==> src/hw/rtl/battery_and_high_voltage_supervisor_assert.svh <==
// Assertion macros shared by the supervisor RTL; expects clk and rst_n in scope.
`ifndef BATTERY_AND_HIGH_VOLTAGE_SUPERVISOR_ASSERT_SVH
`define BATTERY_AND_HIGH_VOLTAGE_SUPERVISOR_ASSERT_SVH

// Same-cycle implication.
`define BHV_ASSERT_IMPLY(label, ante, cons, msg) \
  label: assert property (@(posedge clk) disable iff (!rst_n) (ante) |-> (cons)) \
    else $error(msg);

// Next-cycle implication.
`define BHV_ASSERT_NEXT(label, ante, cons, msg) \
  label: assert property (@(posedge clk) disable iff (!rst_n) (ante) |=> (cons)) \
    else $error(msg);

`endif

==> src/hw/rtl/bhv_pkg.sv <==
// Shared types, curve tables and codes for the battery and high-voltage supervisor.
package bhv_pkg;

  // Action codes of an input request
  localparam logic [1:0] ACT_SAMPLE = 2'd0;
  localparam logic [1:0] ACT_ARM    = 2'd1;
  localparam logic [1:0] ACT_DISARM = 2'd2;
  localparam logic [1:0] ACT_NONE   = 2'd3;

  // Configuration register indexes
  localparam logic [1:0] CFG_LOW_THRESHOLD = 2'd0;
  localparam logic [1:0] CFG_SLEEP_TIMEOUT = 2'd1;
  localparam logic [1:0] CFG_HV_MAX        = 2'd2;
  localparam logic [1:0] CFG_NOTIFY_STEP   = 2'd3;

  localparam logic [6:0]  LOW_THRESHOLD_RST = 7'd10;
  localparam logic [30:0] SLEEP_TIMEOUT_RST = 31'd300000;
  localparam logic [30:0] HV_MAX_RST        = 31'd600000;
  localparam logic [6:0]  NOTIFY_STEP_RST   = 7'd5;

  localparam logic [7:0] NOT_NOTIFIED = 8'hFF;

  // Discharge curve: clamp points and the eleven interior segments
  localparam logic [15:0] TOP_MV     = 16'd4200;
  localparam logic [15:0] BOTTOM_MV  = 16'd3000;
  localparam logic [6:0]  TOP_PCT    = 7'd100;
  localparam logic [6:0]  BOTTOM_PCT = 7'd0;

  localparam int SEGMENTS = 11;
  localparam int SEG_W    = $clog2(SEGMENTS);

  localparam logic [15:0] SEG_HI_MV [SEGMENTS] = '{
    16'd4200, 16'd4100, 16'd4000, 16'd3900, 16'd3800, 16'd3750,
    16'd3700, 16'd3600, 16'd3500, 16'd3400, 16'd3300
  };
  localparam logic [15:0] SEG_LO_MV [SEGMENTS] = '{
    16'd4100, 16'd4000, 16'd3900, 16'd3800, 16'd3750, 16'd3700,
    16'd3600, 16'd3500, 16'd3400, 16'd3300, 16'd3000
  };
  localparam logic [6:0] SEG_LO_PCT [SEGMENTS] = '{
    7'd90, 7'd80, 7'd70, 7'd60, 7'd50, 7'd40, 7'd25, 7'd15, 7'd8, 7'd4, 7'd0
  };
  // Percent rise per segment scaled to a common span of SEG_DEN millivolts
  localparam logic [5:0] SEG_COEF [SEGMENTS] = '{
    6'd30, 6'd30, 6'd30, 6'd30, 6'd60, 6'd60, 6'd45, 6'd30, 6'd21, 6'd12, 6'd4
  };
  localparam int SEG_DEN    = 300;
  localparam int OFS_W      = 9;   // offset into a segment stays below 300
  localparam int PROD_W     = 15;
  localparam int QUOT_STEPS = 14;  // ladder covers quotients up to 14; the curve needs 14
  localparam int QUOT_W     = 4;

  typedef struct packed {
    logic [1:0]  action;
    logic [31:0] now_ms;
    logic [6:0]  pct;
    logic        charger_active;
  } bhv_item_t;

  typedef struct packed {
    logic [6:0] battery_pct;
    logic       battery_low;
    logic       charging_now;
    logic       notify_pct;
    logic       notify_low;
    logic       hv_armed;
    logic       arm_refused;
    logic       hv_timed_out;
    logic       sleep_request;
  } bhv_result_t;

  typedef struct packed {
    logic        we;
    logic [1:0]  index;
    logic [30:0] wdata;
  } bhv_cfg_t;

endpackage

==> src/hw/rtl/battery_and_high_voltage_supervisor.sv <==
// Top level of the battery and high-voltage supervisor.
//
//   channel  | handshake             | payload
//   ---------+-----------------------+---------------------------------------------
//   in_      | in_valid / in_ready   | action, now_ms, battery_mv, charger_active
//   out_     | out_valid / out_ready | battery_pct .. sleep_request (one per request)
//   cfg_     | cfg_we                | cfg_index, cfg_wdata (no read-back)
//
// Throughput is one request per cycle while the output is not stalled. The front end
// converts millivolts to a percentage (segment compare, one small multiply, a
// divide-by-300 compare ladder) and writes the request into the queue; the back end
// updates the state and loads the result register. A request passes through the
// queue register and then the result register before it shows on the out_ port.
// Reset is synchronous and active low; it restores control state and configuration
// but not queue entries or result payload. When out_ready is low the result register
// holds, the queue fills up to QUEUE_DEPTH requests, and then in_ready drops.
module battery_and_high_voltage_supervisor #(
  parameter int QUEUE_DEPTH = 2
) (
  input  logic        clk,
  input  logic        rst_n,

  input  logic        in_valid,
  output logic        in_ready,
  input  logic [1:0]  in_action,
  input  logic [31:0] in_now_ms,
  input  logic [15:0] in_battery_mv,
  input  logic        in_charger_active,

  output logic        out_valid,
  input  logic        out_ready,
  output logic [6:0]  out_battery_pct,
  output logic        out_battery_low,
  output logic        out_charging_now,
  output logic        out_notify_pct,
  output logic        out_notify_low,
  output logic        out_hv_armed,
  output logic        out_arm_refused,
  output logic        out_hv_timed_out,
  output logic        out_sleep_request,

  input  logic        cfg_we,
  input  logic [1:0]  cfg_index,
  input  logic [30:0] cfg_wdata
);
  import bhv_pkg::*;

  logic        q_full;
  logic        q_push;
  logic        q_pop;
  logic        q_not_empty;
  bhv_item_t   push_item;
  bhv_item_t   pop_item;
  bhv_cfg_t    cfg;
  bhv_result_t res;

  assign cfg.we    = cfg_we;
  assign cfg.index = cfg_index;
  assign cfg.wdata = cfg_wdata;

  // Front: request intake and millivolt-to-percent conversion
  bhv_front u_front (
    .in_valid          (in_valid),
    .in_ready          (in_ready),
    .in_action         (in_action),
    .in_now_ms         (in_now_ms),
    .in_battery_mv     (in_battery_mv),
    .in_charger_active (in_charger_active),
    .q_full            (q_full),
    .q_push            (q_push),
    .q_item            (push_item)
  );

  // Decoupling queue so a stalled output does not freeze intake at once
  bhv_queue #(
    .DEPTH (QUEUE_DEPTH)
  ) u_queue (
    .clk       (clk),
    .rst_n     (rst_n),
    .push      (q_push),
    .push_item (push_item),
    .full      (q_full),
    .pop       (q_pop),
    .not_empty (q_not_empty),
    .pop_item  (pop_item)
  );

  // Back: arm/disarm, timeouts, notify tracking, result register
  bhv_back u_back (
    .clk       (clk),
    .rst_n     (rst_n),
    .cfg       (cfg),
    .q_valid   (q_not_empty),
    .item      (pop_item),
    .q_pop     (q_pop),
    .res_valid (out_valid),
    .res_ready (out_ready),
    .res       (res)
  );

  assign out_battery_pct   = res.battery_pct;
  assign out_battery_low   = res.battery_low;
  assign out_charging_now  = res.charging_now;
  assign out_notify_pct    = res.notify_pct;
  assign out_notify_low    = res.notify_low;
  assign out_hv_armed      = res.hv_armed;
  assign out_arm_refused   = res.arm_refused;
  assign out_hv_timed_out  = res.hv_timed_out;
  assign out_sleep_request = res.sleep_request;

endmodule

==> src/hw/rtl/bhv_front.sv <==
// Front end: takes input requests and converts millivolts to a percentage.
module bhv_front (
  input  logic                in_valid,
  output logic                in_ready,
  input  logic [1:0]          in_action,
  input  logic [31:0]         in_now_ms,
  input  logic [15:0]         in_battery_mv,
  input  logic                in_charger_active,
  input  logic                q_full,
  output logic                q_push,
  output bhv_pkg::bhv_item_t  q_item
);
  import bhv_pkg::*;

  logic [SEGMENTS-1:0]   hit;
  logic [SEG_W-1:0]      seg;
  logic [15:0]           ofs_full;
  logic [OFS_W-1:0]      ofs;
  logic [PROD_W-1:0]     prod;
  logic [QUOT_STEPS-1:0] ge;
  logic [QUOT_W-1:0]     quot;
  logic [6:0]            pct;

  always_comb begin
    for (int k = 0; k < SEGMENTS; k++) begin
      hit[k] = (in_battery_mv <= SEG_HI_MV[k]) && (in_battery_mv >= SEG_LO_MV[k]);
    end
    // lowest segment index wins where two share an end point
    seg = '0;
    for (int k = SEGMENTS - 1; k >= 0; k--) begin
      if (hit[k]) begin
        seg = SEG_W'(k);
      end
    end
  end

  assign ofs_full = in_battery_mv - SEG_LO_MV[seg];
  assign ofs      = ofs_full[OFS_W-1:0];
  assign prod     = PROD_W'(ofs) * PROD_W'(SEG_COEF[seg]);

  // divide by SEG_DEN through a short compare ladder
  always_comb begin
    for (int j = 0; j < QUOT_STEPS; j++) begin
      ge[j] = prod >= PROD_W'(SEG_DEN * (j + 1));
    end
  end
  assign quot = QUOT_W'($countones(ge));

  always_comb begin
    if (in_battery_mv >= TOP_MV) begin
      pct = TOP_PCT;
    end else if (in_battery_mv <= BOTTOM_MV) begin
      pct = BOTTOM_PCT;
    end else begin
      pct = SEG_LO_PCT[seg] + 7'(quot);
    end
  end

  assign in_ready = !q_full;
  assign q_push   = in_valid && !q_full;

  always_comb begin
    q_item.action         = in_action;
    q_item.now_ms         = in_now_ms;
    q_item.pct            = pct;
    q_item.charger_active = in_charger_active;
  end

endmodule

==> src/hw/rtl/bhv_queue.sv <==
// Small FIFO between the front end and the state back end.
`include "battery_and_high_voltage_supervisor_assert.svh"

module bhv_queue #(
  parameter int DEPTH = 2
) (
  input  logic               clk,
  input  logic               rst_n,
  input  logic               push,
  input  bhv_pkg::bhv_item_t push_item,
  output logic               full,
  input  logic               pop,
  output logic               not_empty,
  output bhv_pkg::bhv_item_t pop_item
);
  import bhv_pkg::*;

  localparam int PTR_W = (DEPTH > 1) ? $clog2(DEPTH) : 1;
  localparam int CNT_W = $clog2(DEPTH + 1);
  localparam logic [PTR_W-1:0] LAST_PTR = PTR_W'(DEPTH - 1);
  localparam logic [CNT_W-1:0] FULL_CNT = CNT_W'(DEPTH);

  bhv_item_t        entry_r [DEPTH];
  logic [PTR_W-1:0] wr_ptr_r, wr_ptr_nxt;
  logic [PTR_W-1:0] rd_ptr_r, rd_ptr_nxt;
  logic [CNT_W-1:0] cnt_r, cnt_nxt;

  assign full      = (cnt_r == FULL_CNT);
  assign not_empty = (cnt_r != '0);
  assign pop_item  = entry_r[rd_ptr_r];

  always_comb begin
    wr_ptr_nxt = wr_ptr_r;
    rd_ptr_nxt = rd_ptr_r;
    cnt_nxt    = cnt_r;
    if (push) begin
      wr_ptr_nxt = (wr_ptr_r == LAST_PTR) ? '0 : wr_ptr_r + 1'b1;
    end
    if (pop) begin
      rd_ptr_nxt = (rd_ptr_r == LAST_PTR) ? '0 : rd_ptr_r + 1'b1;
    end
    if (push && !pop) begin
      cnt_nxt = cnt_r + 1'b1;
    end else if (pop && !push) begin
      cnt_nxt = cnt_r - 1'b1;
    end
  end

  always_ff @(posedge clk) begin
    if (!rst_n) begin
      wr_ptr_r <= '0;
      rd_ptr_r <= '0;
      cnt_r    <= '0;
    end else begin
      wr_ptr_r <= wr_ptr_nxt;
      rd_ptr_r <= rd_ptr_nxt;
      cnt_r    <= cnt_nxt;
    end
  end

  always_ff @(posedge clk) begin
    if (push) begin
      entry_r[wr_ptr_r] <= push_item;
    end
  end

  `BHV_ASSERT_IMPLY(q_no_overflow, push, !full || pop, "queue push while full")
  `BHV_ASSERT_IMPLY(q_no_underflow, pop, not_empty, "queue pop while empty")

endmodule

==> src/hw/rtl/bhv_back.sv <==
// Back end: supervisor state, configuration registers and the result register.
`include "battery_and_high_voltage_supervisor_assert.svh"

module bhv_back (
  input  logic                 clk,
  input  logic                 rst_n,
  input  bhv_pkg::bhv_cfg_t    cfg,
  input  logic                 q_valid,
  input  bhv_pkg::bhv_item_t   item,
  output logic                 q_pop,
  output logic                 res_valid,
  input  logic                 res_ready,
  output bhv_pkg::bhv_result_t res
);
  import bhv_pkg::*;

  logic [6:0]  low_thr_r;
  logic [30:0] sleep_to_r;
  logic [30:0] hv_max_r;
  logic [6:0]  step_r;

  logic        armed_r, armed_nxt;
  logic [31:0] armed_since_r, armed_since_nxt;
  logic [31:0] last_act_r, last_act_nxt;
  logic [7:0]  last_note_r, last_note_nxt;
  logic [6:0]  pct_r, pct_nxt;
  logic        chg_r, chg_nxt;

  logic        res_valid_r, res_valid_nxt;
  bhv_result_t res_r, res_nxt;

  logic        take;
  logic [7:0]  pct8;
  logic [7:0]  diff;
  logic [31:0] arm_elapsed;
  logic [31:0] idle_elapsed;
  logic        notify;
  logic        timed_out;
  logic        sleep_req;
  logic        refused;

  assign take  = q_valid && (!res_valid_r || res_ready);
  assign q_pop = take;

  assign pct8         = {1'b0, item.pct};
  assign diff         = (pct8 > last_note_r) ? pct8 - last_note_r : last_note_r - pct8;
  assign notify       = (last_note_r == NOT_NOTIFIED) || (diff >= {1'b0, step_r});
  assign arm_elapsed  = item.now_ms - armed_since_r;
  assign idle_elapsed = item.now_ms - last_act_r;
  assign timed_out    = armed_r && (arm_elapsed > {1'b0, hv_max_r});
  // a timeout disarms, refreshing activity; sleep needs !armed_r, never both
  assign sleep_req    = !armed_r && (idle_elapsed > {1'b0, sleep_to_r});
  assign refused      = chg_r;

  always_comb begin
    armed_nxt       = armed_r;
    armed_since_nxt = armed_since_r;
    last_act_nxt    = last_act_r;
    last_note_nxt   = last_note_r;
    pct_nxt         = pct_r;
    chg_nxt         = chg_r;
    res_nxt         = res_r;
    res_valid_nxt   = res_valid_r && !res_ready;

    if (take) begin
      res_nxt       = '0;
      res_valid_nxt = 1'b1;
      case (item.action)
        ACT_SAMPLE: begin
          pct_nxt = item.pct;
          chg_nxt = item.charger_active;
          if (notify) begin
            last_note_nxt      = pct8;
            res_nxt.notify_pct = 1'b1;
          end
          res_nxt.notify_low = (item.pct <= low_thr_r) && !item.charger_active;
          if (timed_out) begin
            armed_nxt            = 1'b0;
            armed_since_nxt      = '0;
            last_act_nxt         = item.now_ms;
            res_nxt.hv_timed_out = 1'b1;
          end
          res_nxt.sleep_request = sleep_req;
        end
        ACT_ARM: begin
          if (refused) begin
            res_nxt.arm_refused = 1'b1;
          end else begin
            armed_nxt       = 1'b1;
            armed_since_nxt = item.now_ms;
            last_act_nxt    = item.now_ms;
          end
        end
        ACT_DISARM: begin
          armed_nxt       = 1'b0;
          armed_since_nxt = '0;
          last_act_nxt    = item.now_ms;
        end
        default: begin
        end
      endcase
      res_nxt.battery_pct  = pct_nxt;
      res_nxt.battery_low  = pct_nxt <= low_thr_r;
      res_nxt.charging_now = chg_nxt;
      res_nxt.hv_armed     = armed_nxt;
    end
  end

  always_ff @(posedge clk) begin
    if (!rst_n) begin
      low_thr_r  <= LOW_THRESHOLD_RST;
      sleep_to_r <= SLEEP_TIMEOUT_RST;
      hv_max_r   <= HV_MAX_RST;
      step_r     <= NOTIFY_STEP_RST;
    end else if (cfg.we) begin
      case (cfg.index)
        CFG_LOW_THRESHOLD: low_thr_r  <= cfg.wdata[6:0];
        CFG_SLEEP_TIMEOUT: sleep_to_r <= cfg.wdata;
        CFG_HV_MAX:        hv_max_r   <= cfg.wdata;
        CFG_NOTIFY_STEP:   step_r     <= cfg.wdata[6:0];
        default: begin
        end
      endcase
    end
  end

  always_ff @(posedge clk) begin
    if (!rst_n) begin
      armed_r       <= 1'b0;
      armed_since_r <= '0;
      last_act_r    <= '0;
      last_note_r   <= NOT_NOTIFIED;
      pct_r         <= '0;
      chg_r         <= 1'b0;
      res_valid_r   <= 1'b0;
    end else begin
      armed_r       <= armed_nxt;
      armed_since_r <= armed_since_nxt;
      last_act_r    <= last_act_nxt;
      last_note_r   <= last_note_nxt;
      pct_r         <= pct_nxt;
      chg_r         <= chg_nxt;
      res_valid_r   <= res_valid_nxt;
    end
  end

  always_ff @(posedge clk) begin
    res_r <= res_nxt;
  end

  assign res_valid = res_valid_r;
  assign res       = res_r;

  `BHV_ASSERT_NEXT(bk_take_loads, take, res_valid_r, "taken request left no result")
  `BHV_ASSERT_IMPLY(bk_timeout_alone, res_valid_r && res_r.hv_timed_out,
                    !res_r.sleep_request && !res_r.hv_armed, "timeout with sleep or armed")
  `BHV_ASSERT_IMPLY(bk_refused_chg, res_valid_r && res_r.arm_refused,
                    res_r.charging_now, "arm refused without charging")
  `BHV_ASSERT_IMPLY(bk_low_notify, res_valid_r && res_r.notify_low,
                    res_r.battery_low && !res_r.charging_now, "low notify inconsistent")

endmodule
==> config.mk <==
export PLATFORM = sky130hd
export DESIGN_NAME = battery_and_high_voltage_supervisor
export DESIGN_NICKNAME = d
export VERILOG_FILES = /design/src/hw/rtl/bhv_pkg.sv /design/src/hw/rtl/battery_and_high_voltage_supervisor.sv /design/src/hw/rtl/bhv_front.sv /design/src/hw/rtl/bhv_queue.sv /design/src/hw/rtl/bhv_back.sv
export VERILOG_INCLUDE_DIRS = /design/src /design/src/hw/rtl
export SDC_FILE = /design/constraint.sdc
export NUM_CORES = 1
export LEC_CHECK = 0
export BUFFER_PORTS_ARGS = -buffer_cell sky130_fd_sc_hd__buf_2
export CAP_MARGIN = 20
export CORE_UTILIZATION = 41
export CTS_BUF_LIST = sky130_fd_sc_hd__clkbuf_2
export CTS_CLUSTER_DIAMETER = 30
export DETAILED_ROUTE_END_ITERATION = 6
export HOLD_SLACK_MARGIN = 0.06
export MAX_ROUTING_LAYER = met4
export PLACE_DENSITY = 0.56
export SLEW_MARGIN = 20
export SYNTH_ARGS = -nofsm -noshare
export SYNTH_HDL_FRONTEND = slang
export SYNTH_SLANG_ARGS = --single-unit
export TNS_END_PERCENT = 10
==> constraint.sdc <==
create_clock -name clk -period 18.3 [get_ports clk]
set_input_delay 2.745 -clock clk [delete_from_list [all_inputs] [get_ports clk]]
set_output_delay 2.745 -clock clk [all_outputs]
set_load 0.05 [all_outputs]
==> metrics.yaml, run 1 <==
status: "complete, no violations"
seq_area_frac_synth_pct: 32.2
cp.arrival_ps: 15050
whs_path_depth: 2
ios: 106
dr.pass1.iters: 5
synth-async-reset-ratio_pct: 0
yosys.area.top_type: "dfxtp_1"
critical_path.max_fanout: 11
crit_cells: 47
post-route-period-util_pct: 78.5
synth_common_cells: "317 x nand2_1, 266 x inv_1, 209 x ha_1"
drt.antenna.violating_nets: 0
cp_data_required_time_ps: 18990
fmax_mhz: 69.6
core_area_sq_mm: 0.0466
die_area_sq_mm: 0.0481
die_width_um: 219
yosys_warnings: 0
start_kind: "input port"
vias_per_cell: 5.32
cp_num_buf_inv: 8
setup_violations: 0
cp-end-kind: "flip-flop"
vias: 16100
dp_hpwl_mm: 37.7
grt_pass1_wl_mm: 81.2
holdBufCountCts: 0
antenna_found_initial: 2
cts.sinks: 262
port_buffers: 105
syn_nets: 2584
drtIter0Drc: 1069
maxCapViolCount: 0
cp_top_family: "adder cells"
synthFlopType: "dfxtp_1"
holdCritPathClass: "reg2reg"
place_area_sq_mm: 0.0204
slowest_delay_ps: 660
synth.ff_latch_count: 262
rr_worst_depth: 24
grt_pass1_vias: 15600
areaGrowthSynthToFinish_pct: 9.50
synth_edf_count: 99
rsz0062_at_grt: "false"
worst_slew_pin_slew_ps: 1070
finClkSkew_ps: 106
maxSlewHeadroom_pct: 28.4
stdcell_area_sq_mm: 0.0212
clkTransAtPathRegs_ps: 100
die_y_um: 219
drive_gt1_share_pct: 13.4
post-cts-setup-buffers: 0
clock_latency_ps: 1010
netlist_area_sq_mm: 0.0194
placementRows: 79
place_congestion: 0.908
cts_tree: "yes"
grt_usage_pct: 22.0
numCtsBuffers: 78
wl_per_cell_um: 16.8
crit_slowest_cell: "a2111oi_0"
htree_levels: 3
start_util_pct: 41.6
drcViolationCount: 0
syn_inst: 2242
synth_cell_type_count: 99
finalNetCount: 2698
fin_tns_setup_ps: 0
grt-ovfl-total: 0
cts_resized: 0
synth_area_per_cell_sq_um: 8.64
drt_wl_total_mm: 50.8
path_class: "in2reg"
hold_viol: 0
clockBufferDepth: 3
min_period_ps: 14360
synth_top_area_share_pct: 16.8
slew_violations: 0
grt_max_degree: 101
synth_most_common_cell: "nand2_1"
synthTopCellsByArea: "dfxtp_1 17%, edfxtp_1 15%, ha_1 14%"
root_buffer: "clkbuf_2"
## layer usage
metal,vias to the layer above,track usage (%),routed length (um)
li1,8080,-,-
met1,7635,29.2,24500
met2,345,34.3,23100
met3,76,3.52,2300
met4,0,6.81,979
met5,-,-,0
## placed cells by master, fill, tap and decap left out, types with 79 or more instances in the layout
| cell | n |
|---|---|
| ha_1 | 209 |
| buf_2 | 104 |
| edfxtp_1 | 99 |
| inv_1 | 266 |
| o21ai_0 | 79 |
| a21oi_1 | 131 |
| clkbuf_2 | 111 |
| nor2_1 | 143 |
| nand2_1 | 317 |
| dfxtp_1 | 162 |
## area by class of cell
| type | instances | area [sq um] |
|---|---|---|
| timing repair buffer | 115 | 616 |
| clock buffer | 111 | 556 |
| antenna | 4 | 10.0 |
| sequential | 262 | 6240 |
| inverter | 267 | 1000 |
| tap | 607 | 759 |
| clock inverter | 33 | 193 |
| fill | 4674 | 25300 |
| multi-input combinational | 1632 | 11800 |
## metrics by stage
stage	std cells	util [%]	hold WS [ps]	setup WS, ps
after detailed placement	2882	43.9	446	2790
final	3031	45.6	457	3940
after CTS	3026	45.5	459	3750
after floorplan	2242	-	435	4530
after global routing	3031	45.6	477	3140
after global placement	2882	43.9	443	3000
## tightest hold or removal path, stage by stage (launching register included)
cell,delay [ps]
dfxtp_1,310
nand2_1,50
mux2i_1,50
## flip-flops by register name (all words and copies together) (netlist names), 8 cells and up, named ones only
signal                cells
u_back.hv_max_r          31
u_back.sleep_to_r        31
u_back.armed_since_r     32
u_back.last_note_r        8
u_back.res               15
u_back.last_act_r        32
u_queue.entry_r          84
## worst paths after layout
kind | slack (ps) | startpoint | to
setup reg to reg | 11400 | flip-flop | u_back.last_act_r[28]
hold reg to reg | 460 | u_back.last_act_r[3] | u_back.last_act_r[3]
hold / removal | 460 | u_back.last_act_r[3] | u_back.last_act_r[3]
setup / recovery | 3940 | in_battery_mv[14] | u_queue.entry_r[0][7]
## logic make-up (layout without fill, tap and decap cells)
family / Yosys count / in the layout / share of synthesized area, %
AOI/OAI and AO/OA: 518 / 518 / 17.8
other: 0 / 4 / 0
DFF: 262 / 262 / 32.2
muxes: 79 / 79 / 4.29
adders and majority gates: 253 / 253 / 18.1
and+or+nand+nor: 696 / 696 / 16.7
xor gates and xnor gates: 86 / 86 / 3.93
buffers and inverters: 348 / 526 / 6.97
Power of run 1 is left out: the tool's default activity adds up to more than one toggle a clock period on the data nets, which glitch-free logic cannot reach.
==> run 2: changes to the inputs <==
- ABC_AREA: default -> 1
- clock period: 18.3 -> 14.2 ns (I/O delays scaled with it)
==> run 2 against run 1 <==
  * Synthesized cell count up 8.7%
  * Register-to-register slack worse by 4000 ps
  * Clock skew down 23 ps
  * First-iteration DRC count grew 6.5%
  * Die area is 1.7% lower
  * Worst hold slack gained 4.6 ps
  * Critical path depth increased by 23
  * Cell area fell by 0.90%
  * Sequential cell count did not move
  * Count of clock-buffer cells in the layout increased by 2
  * Wire length up 2.8%
  * Critical path type unchanged
  * Largest cell class unchanged
  * Highest routed layer unchanged
==> metrics.yaml, run 2 <==
status: "complete, no violations"
synthFlopType: "dfxtp_1"
cts_resized: 0  # unchanged
synth_edf_count: 99  # unchanged
start_util_pct: 41.8  # +0.16 points
crit_path_frequent_cell: "nand2_1"
port_buffers: 105  # unchanged
dr.pass1.iters: 6  # +1
synth-async-reset-ratio_pct: 0  # unchanged
grtUsageMet3_pct: 4.06  # +0.54 points
vias: 16700  # +3.5%
final_cell_mix: "422 x nand2_1, 413 x inv_1, 281 x a21oi_1, 209 x ha_1, 162 x dfxtp_1"
die_y_um: 217  # -0.86%
syn_nets: 2779  # +7.5%
multi_input_area_sq_mm: 0.0110  # -7.3%
ios: 106  # unchanged
whs_endpoint: "u_back.last_act_r[8]"
globalRoute.busiestLayer: "met1"
post-cts-setup-buffers: 0  # unchanged
root_buffer: "clkbuf_2"
drive_gt1_share_pct: 12.9  # -0.56 points
path_class: "in2reg"
layout_commonest_cell: "nand2_1"
grt_usage_pct: 22.9  # +0.86 points
numCtsBuffers: 80  # +2.6%
synth_top_area_share_pct: 17.1  # +0.30 points
synth_area_per_cell_sq_um: 7.81  # -9.6%
clkTransAtPathRegs_ps: 70  # -30 ps
rr_worst_depth: 37  # +54%
seq_area_frac_synth_pct: 32.8  # +0.57 points
setup_violations: 0  # unchanged
slowest_delay_ps: 530  # -130 ps
slew_violations: 0  # unchanged
vias_per_cell: 5.14  # -3.4%
post-route-period-util_pct: 89.2
r2r-end: "u_back.armed_since_r[31]"
fmax_mhz: 78.9
yosys_warnings: 0  # unchanged
maxCapViolCount: 0  # unchanged
die_area_sq_mm: 0.0473  # -1.7%
crit_start: "in_battery_mv[2]"
largest_reg_flops: 84  # unchanged
synthTopCellsByArea: "dfxtp_1 17%, edfxtp_1 16%, ha_1 14%"
register_area_sq_mm: 0.00624  # unchanged
finClkSkew_ps: 83.7  # -22.7 ps
worst_slew_pin_slew_ps: 1010  # -58.1 ps
drt.antenna.violating_nets: 0  # unchanged
rsz0062_at_grt: "false"
use_met2_pct: 32.4  # -1.9 points
cts.sinks: 262  # unchanged
cp.arrival_ps: 13360  # -1690 ps
holdCritPathClass: "reg2reg"
maxSlewHeadroom_pct: 32.4  # +4.0 points
wl_per_cell_um: 16.1  # -4.1%
yosys.area.top_type: "dfxtp_1"
synth.ff_latch_count: 262  # unchanged
fin_tns_setup_ps: 0  # unchanged
grt_pass1_vias: 15800  # +1.4%
cp_data_required_time_ps: 14890  # -4100 ps
holdCritStartpoint: "u_back.last_act_r[8]"
areaGrowthSynthToFinish_pct: 10.4
syn_inst: 2437  # +8.7%
dp_hpwl_mm: 40.7  # +7.9%
holdBufCountCts: 0  # unchanged
netlist_area_sq_mm: 0.0190  # -1.7%
clockBufferDepth: 3  # unchanged
htree_levels: 3  # unchanged
synth_most_common_cell: "nand2_1"
finalNetCount: 2919  # +8.2%
placementRows: 78  # -1.3%
synth_common_cells: "422 x nand2_1, 413 x inv_1, 281 x a21oi_1"
place_congestion: 0.954  # +5.1%
drtIter0Drc: 1139  # +6.5%
start_kind: "input port"
r2r_slack_ps: 7430  # -3970 ps
min_period_ps: 12670
core_area_sq_mm: 0.0456  # -2.1%
drt_wl_total_mm: 52.3  # +2.8%
whs_path_depth: 2  # unchanged
drcViolationCount: 0  # unchanged
cts_tree: "yes"
crit_slowest_cell: "fa_1"
grt_pass1_wl_mm: 83.1  # +2.4%
grt-ovfl-total: 0  # unchanged
clock_latency_ps: 1010  # about the same
top_regs: "u_queue.entry_r x84, u_back.armed_since_r x32, u_back.last_act_r x32"
critical_path.max_fanout: 7  # -4
largest_register: "u_queue.entry_r"
cp-end-kind: "flip-flop"
hold_viol: 0  # unchanged
use_met1_pct: 32.8  # +3.7 points
die_width_um: 217  # -0.86%
num-fill-cells: 4657  # -0.36%
antenna_found_initial: 5  # +3
grt_max_degree: 83  # -18%
synth_cell_type_count: 59  # -40%
run 2: cell types whose count changed in the layout (fill, tap and decap cells not counted), moves of 21 or more:
| cell | change |
|---|---|
| nand2b_1 | -21 |
| a21o_1 | -44 |
| xor2_1 | +28 |
| a21boi_0 | -44 |
| nand2_1 | +105 |
| xnor2_1 | -33 |
| nand3_1 | +52 |
| mux2i_1 | -47 |
| nand4_1 | +26 |
| inv_1 | +147 |
| o22ai_1 | -37 |
| a21oi_1 | +150 |
| o21ai_0 | +82 |
| nor2b_1 | -24 |
run 2: kinds of logic after synthesis:
kind of cell | share of synthesized area, %
simple gates | 17.6
compound gates | 15.9
buf+inv | 9.78
flops | 32.8
fa+ha+maj | 18.4
xor+xnor | 3.68
mux | 1.89
run 2: cell type report:
| class | count | share of cell area [%] |
|---|---|---|
| diodes | 5 | 0.0595 |
| repair buffers | 120 | 3.13 |
| inverters | 425 | 7.60 |
| clock buffers | 113 | 2.69 |
| multi-input cells | 1688 | 52.2 |
| well taps | 600 | 3.57 |
| clock inverters | 34 | 1.07 |
| flip-flops and latches | 262 | 29.7 |
run 2: metrics by stage:
step / utilization (%) / setup slack [ps] / hold slack, ps / area [sq um] / cells
final: 46.1 / 1530 / 462 / 21000 / 3247
after global routing: 46.1 / 502 / 478 / 21000 / 3247
after CTS: 46.1 / 1660 / 460 / 21000 / 3242
after detailed placement: 44.4 / 615 / 441 / 20200 / 3095
after global placement: 44.3 / 773 / 436 / 20200 / 3094
after floorplan: - / 1960 / 426 / 19000 / 2437
run 2: layer usage:
metal  wire length, um  vias up
met3              2980       82
met4              1150        0
met2             21800      450
met1             26300     7723
li1                  -     8450
met5                 0        -
run 2: worst max-delay path, delay by kind of cell:
| kind | cells | cell delay, ps |
|---|---|---|
| AOI/OAI and AO/OA | 11 | 1620 |
| xor gates and xnor gates | 2 | 320 |
| adders and majority gates | 13 | 4860 |
| buffers and inverters | 13 | 1080 |
| and+or+nand+nor | 31 | 3350 |
run 2: worst max path at each step:
stage                                       end  slack, ps  cells past startpoint
after floorplan           u_queue.entry_r[0][7]       1960                     75
after global placement    u_queue.entry_r[0][7]        770                     70
after detailed placement  u_queue.entry_r[0][7]        610                     70
after CTS                 u_queue.entry_r[1][7]       1660                     70
after global routing      u_queue.entry_r[1][7]        500                     70
final                     u_queue.entry_r[1][7]       1530                     70
Power of run 2 is left out for the same reason.
